[config.mk]
export PLATFORM = sky130hd
export DESIGN_NAME = load_cell_tare_span_scaler_unit
export DESIGN_NICKNAME = d
export VERILOG_FILES = /design/src/rtl/core/lctss_pkg.sv /design/src/rtl/core/lctss_div.sv /design/src/rtl/core/lctss_mul.sv /design/src/rtl/core/load_cell_tare_span_scaler_unit.sv
export SDC_FILE = /design/constraint.sdc
export NUM_CORES = 1
export LEC_CHECK = 0
export BUFFER_PORTS_ARGS = -buffer_cell sky130_fd_sc_hd__buf_4
export CAP_MARGIN = 5
export CORE_ASPECT_RATIO = 0.7
export CORE_MARGIN = 8
export CORE_UTILIZATION = 62
export DETAILED_ROUTE_END_ITERATION = 7
export GPL_TIMING_DRIVEN = 0
export PLACE_DENSITY = 0.87
export SETUP_SLACK_MARGIN = 0.5
export SLEW_MARGIN = 10
export SYNTH_ARGS = -nofsm -noshare
export SYNTH_HDL_FRONTEND = slang
export SYNTH_SLANG_ARGS = --single-unit
[constraint.sdc]
create_clock -name clk_i -period 6.1 [get_ports clk_i]
set_input_delay 0.305 -clock clk_i [delete_from_list [all_inputs] [get_ports clk_i]]
set_output_delay 0.305 -clock clk_i [all_outputs]
set_load 0.02 [all_outputs]
[src/rtl/core/lctss_pkg.sv]
// shared widths, field codes and constants for the load cell tare/span scaler
// no dependencies; imported by every module of the block
package lctss_pkg;

  // field widths
  localparam int unsigned SampleW = 24;
  localparam int unsigned LevelW  = 8;
  localparam int unsigned RegW    = 16;
  localparam int unsigned ModeW   = 2;
  localparam int unsigned StatW   = 2;
  localparam int unsigned ProdW   = RegW + LevelW;
  localparam int unsigned NumW    = SampleW + LevelW;
  localparam int unsigned QuotW   = LevelW + 1;

  // converter conversion constants
  localparam logic [SampleW-1:0] SignFlip = 24'h800000;
  localparam logic [SampleW-1:0] ReadMask = 24'hFFFFF8;
  localparam logic [LevelW-1:0]  LevelMax = 8'd255;

  // register reset values and gain special codes
  localparam logic [RegW-1:0] GainNom  = 16'd256;
  localparam logic [RegW-1:0] GainBad  = 16'hFFFF;
  localparam logic [RegW-1:0] FsReset  = 16'd5000;

  // configuration register indexes
  localparam logic RegGain = 1'b0;
  localparam logic RegFs   = 1'b1;

  // item modes
  localparam logic [ModeW-1:0] ModeMeasure = 2'd0;
  localparam logic [ModeW-1:0] ModeTare    = 2'd1;
  localparam logic [ModeW-1:0] ModeSpan    = 2'd2;

  // result status codes
  localparam logic [StatW-1:0] StatMeasured = 2'd0;
  localparam logic [StatW-1:0] StatTare     = 2'd1;
  localparam logic [StatW-1:0] StatSpan     = 2'd2;
  localparam logic [StatW-1:0] StatSpanErr  = 2'd3;

endpackage

[src/rtl/core/lctss_div.sv]
// bit-serial restoring divider: level = (diff * 255) / span, saturated at 255
// depends on lctss_pkg; one quotient bit per cycle
module lctss_div import lctss_pkg::*; (
  input  logic               clk_i,
  input  logic               rst_ni,
  input  logic               start_i,
  input  logic [SampleW-1:0] num_i,
  input  logic [SampleW-1:0] den_i,
  output logic               done_o,
  output logic [LevelW-1:0]  level_o
);

  logic [NumW-1:0]  rem_q, rem_d;
  logic [NumW-1:0]  dvs_q, dvs_d;
  logic [QuotW-1:0] quo_q, quo_d;
  logic [3:0]       cnt_q, cnt_d;
  logic             busy_q, busy_d;
  logic             done_q, done_d;
  logic             fits;

  // one restoring step per cycle against the shifting divisor
  assign fits = (rem_q >= dvs_q);

  always_comb begin
    rem_d  = rem_q;
    dvs_d  = dvs_q;
    quo_d  = quo_q;
    cnt_d  = cnt_q;
    busy_d = busy_q;
    done_d = 1'b0;
    if (start_i) begin
      // numerator times 255 as (n << 8) - n
      rem_d  = {num_i, {LevelW{1'b0}}} - {{LevelW{1'b0}}, num_i};
      dvs_d  = {den_i, {LevelW{1'b0}}};
      quo_d  = '0;
      cnt_d  = 4'(QuotW - 1);
      busy_d = 1'b1;
    end else if (busy_q) begin
      if (fits) begin
        rem_d = rem_q - dvs_q;
      end
      quo_d = {quo_q[QuotW-2:0], fits};
      dvs_d = dvs_q >> 1;
      cnt_d = cnt_q - 4'd1;
      if (cnt_q == 4'd0) begin
        busy_d = 1'b0;
        done_d = 1'b1;
      end
    end
  end

  always_ff @(posedge clk_i or negedge rst_ni) begin
    if (!rst_ni) begin
      busy_q <= 1'b0;
      done_q <= 1'b0;
      cnt_q  <= '0;
    end else begin
      busy_q <= busy_d;
      done_q <= done_d;
      cnt_q  <= cnt_d;
    end
  end

  always_ff @(posedge clk_i) begin
    rem_q <= rem_d;
    dvs_q <= dvs_d;
    quo_q <= quo_d;
  end

  // top quotient bit set means the ratio is 256 or more
  assign done_o  = done_q;
  assign level_o = quo_q[QuotW-1] ? LevelMax : quo_q[LevelW-1:0];

endmodule

[src/rtl/core/lctss_mul.sv]
// bit-serial shift-add multiplier, two lanes sharing the level multiplier bits
// depends on lctss_pkg; one level bit per cycle
module lctss_mul import lctss_pkg::*; (
  input  logic              clk_i,
  input  logic              rst_ni,
  input  logic              start_i,
  input  logic [LevelW-1:0] level_i,
  input  logic [RegW-1:0]   gain_i,
  input  logic [RegW-1:0]   fs_i,
  output logic              done_o,
  output logic [ProdW-1:0]  gain_prod_o,
  output logic [ProdW-1:0]  fs_prod_o
);

  logic [LevelW-1:0] lvl_q, lvl_d;
  logic [ProdW-1:0]  mc_g_q, mc_g_d, mc_f_q, mc_f_d;
  logic [ProdW-1:0]  acc_g_q, acc_g_d, acc_f_q, acc_f_d;
  logic [2:0]        cnt_q, cnt_d;
  logic              busy_q, busy_d;
  logic              done_q, done_d;

  // add the shifted multiplicands when the current level bit is set
  always_comb begin
    lvl_d   = lvl_q;
    mc_g_d  = mc_g_q;
    mc_f_d  = mc_f_q;
    acc_g_d = acc_g_q;
    acc_f_d = acc_f_q;
    cnt_d   = cnt_q;
    busy_d  = busy_q;
    done_d  = 1'b0;
    if (start_i) begin
      lvl_d   = level_i;
      mc_g_d  = {{LevelW{1'b0}}, gain_i};
      mc_f_d  = {{LevelW{1'b0}}, fs_i};
      acc_g_d = '0;
      acc_f_d = '0;
      cnt_d   = 3'(LevelW - 1);
      busy_d  = 1'b1;
    end else if (busy_q) begin
      if (lvl_q[0]) begin
        acc_g_d = acc_g_q + mc_g_q;
        acc_f_d = acc_f_q + mc_f_q;
      end
      lvl_d  = lvl_q >> 1;
      mc_g_d = mc_g_q << 1;
      mc_f_d = mc_f_q << 1;
      cnt_d  = cnt_q - 3'd1;
      if (cnt_q == 3'd0) begin
        busy_d = 1'b0;
        done_d = 1'b1;
      end
    end
  end

  always_ff @(posedge clk_i or negedge rst_ni) begin
    if (!rst_ni) begin
      busy_q <= 1'b0;
      done_q <= 1'b0;
      cnt_q  <= '0;
    end else begin
      busy_q <= busy_d;
      done_q <= done_d;
      cnt_q  <= cnt_d;
    end
  end

  always_ff @(posedge clk_i) begin
    lvl_q   <= lvl_d;
    mc_g_q  <= mc_g_d;
    mc_f_q  <= mc_f_d;
    acc_g_q <= acc_g_d;
    acc_f_q <= acc_f_d;
  end

  assign done_o      = done_q;
  assign gain_prod_o = acc_g_q;
  assign fs_prod_o   = acc_f_q;

endmodule

[src/rtl/core/load_cell_tare_span_scaler_unit.sv]
// load cell tare/span scaler: one result per item; from input transfer to output
// valid the item passes the update, the check, a 9-step serial divide when a divide
// runs and an 8-step serial multiply, each serial unit ending with a done strobe,
// then the output load; the divide is skipped when span is unset or the reading is
// not above zero; one item in flight; the next input transfer comes the cycle after the result loads
// async active-low reset clears zero offset and span, gain to 256, full scale 5000
module load_cell_tare_span_scaler_unit import lctss_pkg::*; (
  input  logic        clk_i,
  input  logic        rst_ni,
  // configuration writes
  input  logic        cfg_we_i,
  input  logic        cfg_idx_i,
  input  logic [15:0] cfg_data_i,
  // input stream
  input  logic        s_axis_tvalid,
  output logic        s_axis_tready,
  input  logic [23:0] s_axis_tdata,   // [23:0] sample
  input  logic [1:0]  s_axis_tuser,   // [1:0] mode
  // output stream
  output logic        m_axis_tvalid,
  input  logic        m_axis_tready,
  output logic [55:0] m_axis_tdata,   // [23:0] reading, [31:24] level,
                                      // [39:32] dac_code, [55:40] millivolts
  output logic [1:0]  m_axis_tuser    // [1:0] status
);

  typedef enum logic [5:0] {
    StIdle = 6'b000001,
    StPrep = 6'b000010,
    StCalc = 6'b000100,
    StDiv  = 6'b001000,
    StMul  = 6'b010000,
    StOut  = 6'b100000
  } state_e;

  state_e             state_q, state_d;
  logic [RegW-1:0]    gain_q, fs_q;
  logic [SampleW-1:0] zero_q, zero_d, span_q, span_d;
  logic [SampleW-1:0] reading_q, reading_d;
  logic [ModeW-1:0]   mode_q, mode_d;
  logic [StatW-1:0]   status_q, status_d;
  logic [LevelW-1:0]  level_q, level_d;
  logic [LevelW-1:0]  dac_q, dac_d;
  logic [RegW-1:0]    mv_q, mv_d;
  logic               m_valid_q, m_valid_d;
  logic [55:0]        m_data_q, m_data_d;
  logic [StatW-1:0]   m_user_q, m_user_d;

  logic               s_xfer, out_free;
  logic               div_start, div_done, mul_start, mul_done;
  logic [LevelW-1:0]  div_level, mul_level;
  logic [RegW-1:0]    gain_eff;
  logic [ProdW-1:0]   gain_prod, fs_prod;

  assign s_axis_tready = (state_q == StIdle);
  assign s_xfer        = s_axis_tvalid && s_axis_tready;
  assign out_free      = !m_valid_q || m_axis_tready;

  // zero and all-ones gain codes fall back to the nominal gain
  assign gain_eff  = (gain_q == '0 || gain_q == GainBad) ? GainNom : gain_q;
  assign mul_level = (state_q == StDiv) ? div_level : '0;

  // sequencer
  always_comb begin
    state_d   = state_q;
    zero_d    = zero_q;
    span_d    = span_q;
    reading_d = reading_q;
    mode_d    = mode_q;
    status_d  = status_q;
    level_d   = level_q;
    dac_d     = dac_q;
    mv_d      = mv_q;
    m_valid_d = m_valid_q;
    m_data_d  = m_data_q;
    m_user_d  = m_user_q;
    div_start = 1'b0;
    mul_start = 1'b0;

    if (m_valid_q && m_axis_tready) begin
      m_valid_d = 1'b0;
    end

    case (state_q)
      StIdle: begin
        if (s_xfer) begin
          reading_d = (s_axis_tdata ^ SignFlip) & ReadMask;
          mode_d    = s_axis_tuser;
          state_d   = StPrep;
        end
      end
      StPrep: begin
        // tare or span update ahead of the level
        status_d = StatMeasured;
        if (mode_q == ModeTare) begin
          zero_d   = reading_q;
          status_d = StatTare;
        end else if (mode_q == ModeSpan) begin
          if (reading_q > zero_q) begin
            span_d   = reading_q - zero_q;
            status_d = StatSpan;
          end else begin
            status_d = StatSpanErr;
          end
        end
        state_d = StCalc;
      end
      StCalc: begin
        if (span_q != '0 && reading_q > zero_q) begin
          div_start = 1'b1;
          state_d   = StDiv;
        end else begin
          level_d   = '0;
          mul_start = 1'b1;
          state_d   = StMul;
        end
      end
      StDiv: begin
        if (div_done) begin
          level_d   = div_level;
          mul_start = 1'b1;
          state_d   = StMul;
        end
      end
      StMul: begin
        if (mul_done) begin
          dac_d   = (gain_prod[ProdW-1:LevelW] > {{LevelW{1'b0}}, LevelMax})
                    ? LevelMax : gain_prod[2*LevelW-1:LevelW];
          mv_d    = fs_prod[ProdW-1:LevelW];
          state_d = StOut;
        end
      end
      StOut: begin
        if (out_free) begin
          m_valid_d = 1'b1;
          m_data_d  = {mv_q, dac_q, level_q, reading_q};
          m_user_d  = status_q;
          state_d   = StIdle;
        end
      end
      default: begin
        state_d = StIdle;
      end
    endcase
  end

  // control and calibration state
  always_ff @(posedge clk_i or negedge rst_ni) begin
    if (!rst_ni) begin
      state_q   <= StIdle;
      zero_q    <= '0;
      span_q    <= '0;
      gain_q    <= GainNom;
      fs_q      <= FsReset;
      m_valid_q <= 1'b0;
    end else begin
      state_q   <= state_d;
      zero_q    <= zero_d;
      span_q    <= span_d;
      m_valid_q <= m_valid_d;
      if (cfg_we_i) begin
        if (cfg_idx_i == RegGain) begin
          gain_q <= cfg_data_i;
        end
        if (cfg_idx_i == RegFs) begin
          fs_q <= cfg_data_i;
        end
      end
    end
  end

  // payload registers
  always_ff @(posedge clk_i) begin
    reading_q <= reading_d;
    mode_q    <= mode_d;
    status_q  <= status_d;
    level_q   <= level_d;
    dac_q     <= dac_d;
    mv_q      <= mv_d;
    m_data_q  <= m_data_d;
    m_user_q  <= m_user_d;
  end

  lctss_div u_div (
    .clk_i   (clk_i),
    .rst_ni  (rst_ni),
    .start_i (div_start),
    .num_i   (reading_q - zero_q),
    .den_i   (span_q),
    .done_o  (div_done),
    .level_o (div_level)
  );

  lctss_mul u_mul (
    .clk_i       (clk_i),
    .rst_ni      (rst_ni),
    .start_i     (mul_start),
    .level_i     (mul_level),
    .gain_i      (gain_eff),
    .fs_i        (fs_q),
    .done_o      (mul_done),
    .gain_prod_o (gain_prod),
    .fs_prod_o   (fs_prod)
  );

  assign m_axis_tvalid = m_valid_q;
  assign m_axis_tdata  = m_data_q;
  assign m_axis_tuser  = m_user_q;

endmodule

After elaboration in Yosys (flattened, before gate mapping)
Cells that the tools add are included.
{ "word_totals": {"ram_bits": 0, "register_bits": 384, "input_bits": 48, "mem_bits_ro": 0, "output_inout_bits": 60, "latchBits": 0, "n_memories": 0} }
{ "classes": {"n_bitwise": 4, "n_mul": 0, "n_reduce_logical": 26, "shift": 0, "n_div": 0, "n_eq_ne": 14, "addsub": 7, "n_mux": 49, "magnitude_cmp": 3} }
{ "ops": {"columns": ["operator", "count"], "rows": [
  ["$mux W32", 5],
  ["$mux W16", 5],
  ["$add A24 B24 Y24", 2],
  ["$mux W8", 6],
  ["$pmux W6 S6", 1],
  ["$ge A32 B32 Y1", 1],
  ["$sub A32 B24 Y32", 1],
  ["$sub A32 B32 Y32", 1],
  ["$gt A24 B24 Y1", 1],
  ["$mux W6", 4],
  ["$reduce_bool A24 Y1", 1],
  ["$sub A24 B24 Y24", 1],
  ["$mux W1", 21],
  ["$eq A16 B16 Y1 const B", 1],
  ["$gt A16 B8 Y1 const B", 1],
  ["$logic_not A16 Y1", 1],
  ["$pmux W8 S2", 1],
  ["$reduce_and A2 Y1", 8],
  ["$mux W4", 2],
  ["$reduce_and A4 Y1", 2],
  ["$reduce_bool A2 Y1", 4],
  ["$eq A6 B1 Y1 const B", 1],
  ["$eq A6 B2 Y1 const B", 1],
  ["$eq A6 B3 Y1 const B", 1],
  ["20 further kinds", 30]
]} }

Depth between registers and ports, before layout
Gate-level depths: netlist (run 1).
{ "logic_depth": {"depth_word": 6, "mapped_depth": 21, "mapped_depth_nobuf": 21} }

Cells and area by module
From an unflattened synthesis (run 1), not the netlist that was laid out.
{ "hier_totals": {"cells_unflattened": 2003, "area_unflattened_um2": 20951.3} }
{ "modules_own_cells": {"columns": ["module", "cells_each", "area_per_inst_um2", "seq_area_each_um2", "instances"], "rows": [
  ["load_cell_tare_span_scaler_unit", 554, 8100.3, 5398.9, 1],
  ["lctss_mul", 681, 6433.7, 2607.5, 1],
  ["lctss_div", 768, 6417.4, 2172.1, 1]
]} }

Worst setup path before layout (run 1)
Ideal clock, no wire load.
{ "synth_timing": {"path_type": "reg2reg", "from": "register reading_q[3]", "to": "register u_div.rem_q[30], data pin", "t_arrival_ps": 4631, "path_slack_ps": 1208, "t_required_ps": 5839, "stages_incl_launch_ff": 22, "period_less_slack_ps": 4892, "path_cell_list": "edfxtp_1 > inv_1 > ha_1 > inv_1 > fa_1 > a21o_2 > a221o_1 > a2111oi_0 > o21bai_1 > xnor2_1 > inv_1 > ha_1 > a21o_1 > a21o_1 > a21o_1 > a21oi_1 > nor2b_1 > a311oi_1 > o31ai_1 > or3_1 > xnor2_1 > mux2i_1"} }
{ "synth_via": {"elab_cells_between_ends": 7, "cone_classes": "add/sub (2); order compare (1); mux (3); reduce/logical (1)"} }
{ "synth_rtl": {"columns": ["element", "line_no", "rtl"], "rows": [
  ["start, declared", "load_cell_tare_span_scaler_unit.sv:39", "logic [SampleW-1:0] reading_q, reading_d;"],
  ["start signal, assigned", "load_cell_tare_span_scaler_unit.sv:174", "reading_q <= reading_d;"],
  ["$sub A24 B24 Y24", "load_cell_tare_span_scaler_unit.sv:188", ".num_i (reading_q - zero_q),"],
  ["net u_div.num_i[15]", "lctss_div.sv:7", "input logic [SampleW-1:0] num_i,"],
  ["$sub A32 B24 Y32", "lctss_div.sv:33", "rem_d = {num_i, {LevelW{1'b0}}} - {{LevelW{1'b0}}, num_i};"],
  ["$mux W32", "lctss_div.sv:31", "if (start_i) begin"],
  ["net u_div.rem_d[30]", "lctss_div.sv:13", "logic [NumW-1:0] rem_q, rem_d;"],
  ["end signal, assigned", "lctss_div.sv:65", "rem_q <= rem_d;"],
  ["end, declared", "lctss_div.sv:13", null]
]} }
The timed path passes the listed nets, and every way through them passes these cells.
A chain may end at the register's enable or synchronous reset.

Worst setup path after layout (run 1)
{ "layout_timing": {"from": "register reading_q[3]", "to": "register u_div.rem_q[30], data pin"} }
{ "layout_via": {"elab_chain_cells": 5, "elab_cells_between_ends": 7, "cone_classes": "add/sub (2); order compare (1); mux (3); reduce/logical (1)"} }
{ "layout_lines": {"columns": ["element", "line_no"], "rows": [
  ["branches (longest 4 deep; another with $sub A32 B24 Y32)", null],
  ["$mux W32 (*)", "lctss_div.sv:31"],
  ["net u_div.rem_d[30]", "lctss_div.sv:13"]
]} }
Mark *: on every way through the listed nets, which the timed path passes.

==> flow_metrics.py, run 1 <==
metrics = {
    "detailed_routing": {
        "drt_iter0_drc": 1753,
        "vias": 15851,
        "drt-total-wl_mm": 52.3,
        "wire_per_inst_um": 20.5,
        "vias_per_cell": 6.20,
        "dr.pass1.iters": 6,
        "ant_nets": 0,
        "drc": 0,
    },
    "cts": {
        "clk_pin_slew_worst_paths_ns": 0.07,
        "htree_levels": 2,
        "cts_buffers": 37,
        "cts_root_buf": "clkbuf_16",
        "clk_latency_ns": 0.54,
        "clock-sinks": 381,
        "clockBufferDepth": 3,
        "cts_tree": "built",
    },
    "worst_setup_path": {
        "cp_data_arrival_time_ns": 5.70,
        "rrSetupSlack_ns": 0.66,
        "cp_max_fo": 5,
        "crit_type": "register to register",
        "required_ns": 6.37,
        "end_kind": "register",
        "startpoint_type": "register",
    },
    "yosys": {
        "synth_commonest_cells": "208 x edfxtp_1, 200 x nand2_1, 155 x nor2_1",
        "synth_flop_cell": "edfxtp_1",
        "syn_area_mm2": 0.0201,
        "synthDominantCellAreaShare_pct": 31.1,
        "ys_ff_latch": 381,
        "synth_enable_flop_cells": 208,
        "synth_fa_ha_area_share_pct": 7.67,
        "synthMuxAreaShare_pct": 5.76,
        "syn_inst": 1923,
        "synth_area_leaders": "edfxtp_1 31%, dfrtp_1 11%, dfxtp_1 8.1%",
        "synth_compound_area_share_pct": 13.4,
        "yosysWarnings": 0,
        "synth-xor-area-share_pct": 4.48,
        "yosysMostFrequentCell": "edfxtp_1",
        "ys_seq_area_share_pct": 50.7,
        "synth_simple_gate_area_share_pct": 14.2,
        "ys_types": 88,
        "syn_avg_cell_area_um2": 10.4,
        "async_reset_ff_share_pct": 24.1,
        "synth_top_family_by_area": "simple AND/OR/NAND/NOR gates",
        "synth_top_area_cell": "edfxtp_1",
    },
    "global_route": {
        "grt_pass1_wl_mm": 83.1,
        "grt_max_degree": 93,
        "grtUsageTotal_pct": 26.5,
        "grt_pass1_vias": 15430,
        "grt_overflow_total": 0,
        "grt_antenna_before_repair": 1,
    },
    "finish": {
        "drive_gt1_share_pct": 13.8,
        "layout.area.seq_mm2": 0.0102,
        "fin_nets": 2268,
        "multi_input_area_mm2": 0.00928,
        "area_delta_synth_final_pct": 14.9,
        "diodes": 0,
        "nFillCells": 2154,
    },
    "die": {
        "die_y_um": 167,
        "num_rows": 55,
        "pin_count": 108,
        "die_area_mm2": 0.0385,
        "start_util_pct": 62.5,
        "die_w_um": 231,
        "core-area_mm2": 0.0321,
    },
    "sta": {
        "max_freq_mhz": 184,
        "hold_viol": 0,
        "setup_viol": 0,
        "slew-limit-headroom_pct": 24.5,
        "period_share_pct": 89.1,
        "slew_viol_final": 0,
        "tns_ns": 0,
        "tightest_slew_ns": 1.13,
        "rsz0062_at_grt": "yes",
        "fin_ws_ns": 0.665,
        "skew_ns": 0.0227,
        "min_period_ns": 5.44,
    },
    "outcome": {
        "status": "finished clean",
    },
    "min_path": {
        "hold_path.class": "input pin to register",
    },
    "power": {
        "total_power_mw": 14.5,
        "power.leakage_nw": 9.72,
        "power_density_mw_per_mm2": 628,
        "ir_drop_v": 0.000512,
    },
    "placement": {
        "dpl_worst_slack_ns": 0.0404,
        "dp_hpwl_mm": 37.3,
        "port_buffers": 101,
        "gp_congestion": 0.950,
    },
    "flow_run": {
        "maxCapViolations": 0,
    },
}
==> layout make-up <==
class / count / area share (%)
Sequential cell: 381 / 44.1
Multi-Input combinational cell: 1356 / 40.2
Timing Repair Buffer: 137 / 4.99
Clock buffer: 48 / 4.37
Tap cell: 427 / 2.31
Inverter: 116 / 1.89
Buffer: 72 / 1.39
Clock inverter: 19 / 0.759
==> through the flow <==
step                      hold WS, ns  cell area [um^2]  cells  utilization (%)
after floorplan               0.00941             20100   1925                -
after global placement          0.404             21400   2453             66.6
after detailed placement        0.405             21500   2456             66.8
after CTS                    0.000713             23000   2552             71.5
after global routing          0.00575             23100   2556             71.8
final                          0.0154             23100   2556             71.8
==> flip-flops by register name, summed over array words and instances, names as in the netlist, 8 cells and up <==
register,flops
zero_q,21
gain_q,16
level_q,8
u_div.dvs_q,32
reading_q,21
u_div.quo_q,9
u_div.rem_q,32
fs_q,16
mv_q,16
dac_q,8
u_mul.gain_prod_o,24
span_q,21
m_axis_tdata,53
u_mul.mc_f_q,24
u_mul.fs_prod_o,24
u_mul.mc_g_q,24
u_mul.lvl_q,8
==> cell families after synthesis <==
logic type | count (synthesis)
compound gates | 422
fa+ha+maj | 121
buf+inv | 188
other cells | 1
flops | 381
simple gates | 601
mux | 107
xor+xnor | 102
==> placed cells by master (no fill, tap or decap), types with 11 or more instances in the layout <==
| cell | instances |
|---|---|
| a21o_1 | 56 |
| a21oi_1 | 146 |
| a22o_1 | 19 |
| a31oi_1 | 20 |
| and2_1 | 11 |
| and3_1 | 21 |
| buf_4 | 106 |
| clkbuf_1 | 62 |
| clkbuf_16 | 38 |
| dfrtp_1 | 85 |
| dfxtp_1 | 81 |
| dlygate4sd3_1 | 30 |
| edfxtp_1 | 208 |
| ha_1 | 114 |
| inv_1 | 116 |
| mux2_2 | 69 |
| mux2i_1 | 38 |
| nand2_1 | 198 |
| nand2b_1 | 16 |
| nand3_1 | 47 |
| nand3b_1 | 12 |
| nand4_1 | 16 |
| nor2_1 | 154 |
| nor2b_1 | 20 |
| nor3_1 | 31 |
| nor4_1 | 14 |
| o21a_1 | 15 |
| o21ai_0 | 78 |
| or2_2 | 13 |
| or3_1 | 12 |
| xnor2_1 | 69 |
| xor2_1 | 29 |
==> power by group <==
part	internal [mW]	switching, mW
logic	3.19	5.01
registers	3.55	0.454
clock network	1.30	0.991
total	8.03	6.46
==> path summary, 6_finish.rpt <==
kind	start	to	depth (start not counted)
min	cfg_data_i[15]	fs_q[15]$_DFFE_PN0P_	2
max reg2reg	reading_q[3]$_DFFE_PP_	u_div.rem_q[30]$_DFFE_PP_	20
max in group asynchronous	rst_ni	u_div.cnt_q[0]$_DFFE_PN0P_	2
min reg2reg	mv_q[9]$_DFFE_PP_	m_axis_tdata[49]$_DFFE_PP_	0
max	reading_q[3]$_DFFE_PP_	u_div.rem_q[30]$_DFFE_PP_	20
min in group asynchronous	rst_ni	zero_q[15]$_DFFE_PN0P_	2
==> per-layer routing <==
metal,wire length [um],part of all wire [%],track usage (%)
met1,23400,45,39.2
met2,22300,43,38.7
met3,5270,10,5.77
met4,1400,2.7,7.67
met5,13,0.025,0
==> worst max-delay path, stage by stage (launching register included) <==
cell,delay [ns]
edfxtp_1,0.39
inv_1,0.14
ha_1,0.18
inv_1,0.05
fa_1,0.40
a21o_2,0.23
a221o_2,0.42
a2111oi_4,0.40
o21ai_0,0.18
o211ai_1,0.15
xnor2_1,0.44
inv_1,0.12
ha_1,0.40
a21o_1,0.19
a21oi_1,0.16
nor2b_1,0.08
a311oi_2,0.32
o31ai_2,0.15
or3_1,0.37
xnor2_2,0.26
mux2i_1,0.11
==> timing repair <==
| action | 4_1_cts | 5_1_grt |
|---|---|---|
| hold buffers | 29 | 1 |
| buffers inserted | 0 | 3 |
| hold endpoints to repair | 31 | 85 |
| resized for setup | 5 | 11 |
| pin swaps | 0 | 3 |
| setup endpoints to repair | 4 | 7 |
(Power assumes the default switching activity.)
==> run 2, diff against run 1 <==
--- a/config.mk
+++ b/config.mk
@@ -13,7 +13,7 @@
 export DETAILED_ROUTE_END_ITERATION = 7
 export GPL_TIMING_DRIVEN = 0
 export PLACE_DENSITY = 0.87
-export SETUP_SLACK_MARGIN = 0.5
+export SETUP_SLACK_MARGIN = 0.2
 export SLEW_MARGIN = 10
 export SYNTH_ARGS = -nofsm -noshare
 export SYNTH_HDL_FRONTEND = slang
==> constraint.sdc (replaced) <==
create_clock -name clk_i -period 6.1 [get_ports clk_i]
set_input_delay 0.915 -clock clk_i [delete_from_list [all_inputs] [get_ports clk_i]]
set_output_delay 0.915 -clock clk_i [all_outputs]
set_load 0.02 [all_outputs]
==> run 2 against run 1 <==
Against the previous run:
- global-route usage is 0.62 points lower
- utilization is 1.2 points lower
- sequential share of layout area increased by 0.74 points
- final area fell by 1.7%
- clock-buffer cell count unchanged
- register-to-register slack got worse by 0.25 ns
- via count decreased by 1.5%
- clock power barely moved
- clock skew is 0.0029 ns lower
- worst setup slack lost 0.25 ns
==> flow_metrics.py, run 2 (synthesized netlist as in run 1, its figures left out) <==
metrics = {
    "cts": {
        "clockBufferDepth": 3,
        "clock-sinks": 381,
        "clk_pin_slew_worst_paths_ns": 0.06,
        "clk_latency_ns": 0.54,
        "cts_tree": "built",
        "cts_root_buf": "clkbuf_16",
        "cts_hold_buf": 0,
        "htree_levels": 2,
        "cts_buffers": 37,
    },
    "finish": {
        "diodes": 0,
        "fin_nets": 2236,
        "largest_register_ffs": 53,
        "instances_no_fill": 2524,
        "drive_gt1_share_pct": 13.5,
        "final_cell_mix": "208 x edfxtp_1, 198 x nand2_1, 154 x nor2_1, 147 x a21oi_1, 116 x inv_1",
        "area_delta_synth_final_pct": 13.0,
        "nFillCells": 2234,
        "final_common_cell": "edfxtp_1",
    },
    "worst_setup_path": {
        "cp_max_fo": 7,
        "crit_type": "register to register",
        "cp_data_arrival_time_ns": 6.00,
        "required_ns": 6.41,
        "startpoint_type": "register",
        "end_kind": "register",
    },
    "sta": {
        "max_freq_mhz": 176,
        "tightest_slew_ns": 1.09,
        "setup_viol": 0,
        "slew_viol_final": 0,
        "fin_ws_ns": 0.414,
        "min_period_ns": 5.69,
        "rsz0062_at_grt": "no",
        "skew_ns": 0.0198,
        "tns_ns": 0,
        "slew-limit-headroom_pct": 27.5,
        "hold_viol": 0,
        "period_share_pct": 93.2,
    },
    "global_route": {
        "grt_pass1_wl_mm": 81.3,
        "grt_max_degree": 93,
        "grtUsageTotal_pct": 25.9,
        "grt_overflow_total": 0,
        "grt_pass1_vias": 15172,
        "grt_antenna_before_repair": 1,
    },
    "die": {
        "pin_count": 108,
        "start_util_pct": 62.5,
        "core-area_mm2": 0.0321,
        "die_area_mm2": 0.0385,
        "die_y_um": 167,
        "num_rows": 55,
        "die_w_um": 231,
    },
    "detailed_routing": {
        "drt_iter0_drc": 1627,
        "vias": 15611,
        "vias_per_cell": 6.19,
        "dr.pass1.iters": 6,
        "drc": 0,
        "drt-total-wl_mm": 50.9,
        "ant_nets": 0,
        "wire_per_inst_um": 20.2,
    },
    "placement": {
        "gp_congestion": 0.950,
        "port_buffers": 101,
        "placed_cells": 2456,
        "dpl_worst_slack_ns": 0.0404,
        "dp_hpwl_mm": 37.3,
    },
    "outcome": {
        "status": "finished clean",
    },
    "power": {
        "ir_drop_v": 0.000500,
        "power_density_mw_per_mm2": 630,
        "power.leakage_nw": 9.56,
        "total_power_mw": 14.3,
    },
    "min_path": {
        "hold_path.class": "register to register",
    },
    "flow_run": {
        "maxCapViolations": 0,
    },
}
[run 2: through the flow]
stage / hold WS [ns] / util [%] / instance area, um^2
CTS: 0.417 / 70.6 / 22700
detailed placement: 0.405 / 66.8 / 21500
floorplan: 0.400 / - / 20100
global route: 0.426 / 70.7 / 22700
finish: 0.419 / 70.7 / 22700
global placement: 0.404 / 66.6 / 21400
[run 2: worst paths after layout]
| kind | from | to | slack, ns | cells past startpoint |
|---|---|---|---|---|
| hold reg to reg | mv_q[14]$_DFFE_PP_ | m_axis_tdata[54]$_DFFE_PP_ | 0.42 | 0 |
| setup / recovery | reading_q[3]$_DFFE_PP_ | u_div.rem_q[29]$_DFFE_PP_ | 0.41 | 19 |
| hold / removal | mv_q[14]$_DFFE_PP_ | m_axis_tdata[54]$_DFFE_PP_ | 0.42 | 0 |
| setup reg to reg | reading_q[3]$_DFFE_PP_ | u_div.rem_q[29]$_DFFE_PP_ | 0.41 | 19 |
| min in group asynchronous | rst_ni | zero_q[16]$_DFFE_PN0P_ | 0.49 | 1 |
| max in group asynchronous | rst_ni | span_q[3]$_DFFE_PN0P_ | 5.02 | 1 |
[run 2: repair_timing]
item,CTS,global route
gates resized for setup,3,2
setup buffers,0,1
setup endpoints to repair,1,1
pin swaps,0,1
[run 2: worst max-delay path, stage by stage, from the launching register on]
cell,delay (ns)
edfxtp_1,0.39
inv_1,0.14
ha_1,0.19
inv_1,0.05
fa_1,0.41
a21o_2,0.23
a221o_1,0.38
a211oi_1,0.55
o21ai_0,0.17
a21oi_1,0.28
xnor2_1,0.35
inv_1,0.19
ha_1,0.40
and3_1,0.25
o21a_1,0.19
nor2_1,0.14
a211oi_2,0.11
or2_1,0.29
or4_1,0.40
a31oi_1,0.34
[run 2: report_power, final]
part | switching, mW | leakage [nW] | internal, mW
combinational | 4.93 | 5.27 | 3.08
clock | 0.993 | 0.587 | 1.30
sequential | 0.448 | 3.71 | 3.55
[run 2: metal layers]
| layer | GRT usage, % | routed length (um) | vias up |
|---|---|---|---|
| li1 | - | - | 7208 |
| met3 | 5.52 | 5190 | 102 |
| met1 | 39.1 | 23200 | 7549 |
| met5 | 0 | 13 | - |
| met2 | 37.1 | 21300 | 750 |
| met4 | 7.37 | 1240 | 2 |
[run 2: area by class of cell]
class                   count  area (um^2)  area share, %
multi-input cells        1356         9220           40.6
repair buffers            105          837           3.69
flip-flops and latches    381        10200           44.8
well taps                 427          534           2.35
clock inverters            19          175          0.771
clock buffers              48         1010           4.44
inverters                 116          435           1.92
plain buffers              72          322           1.42
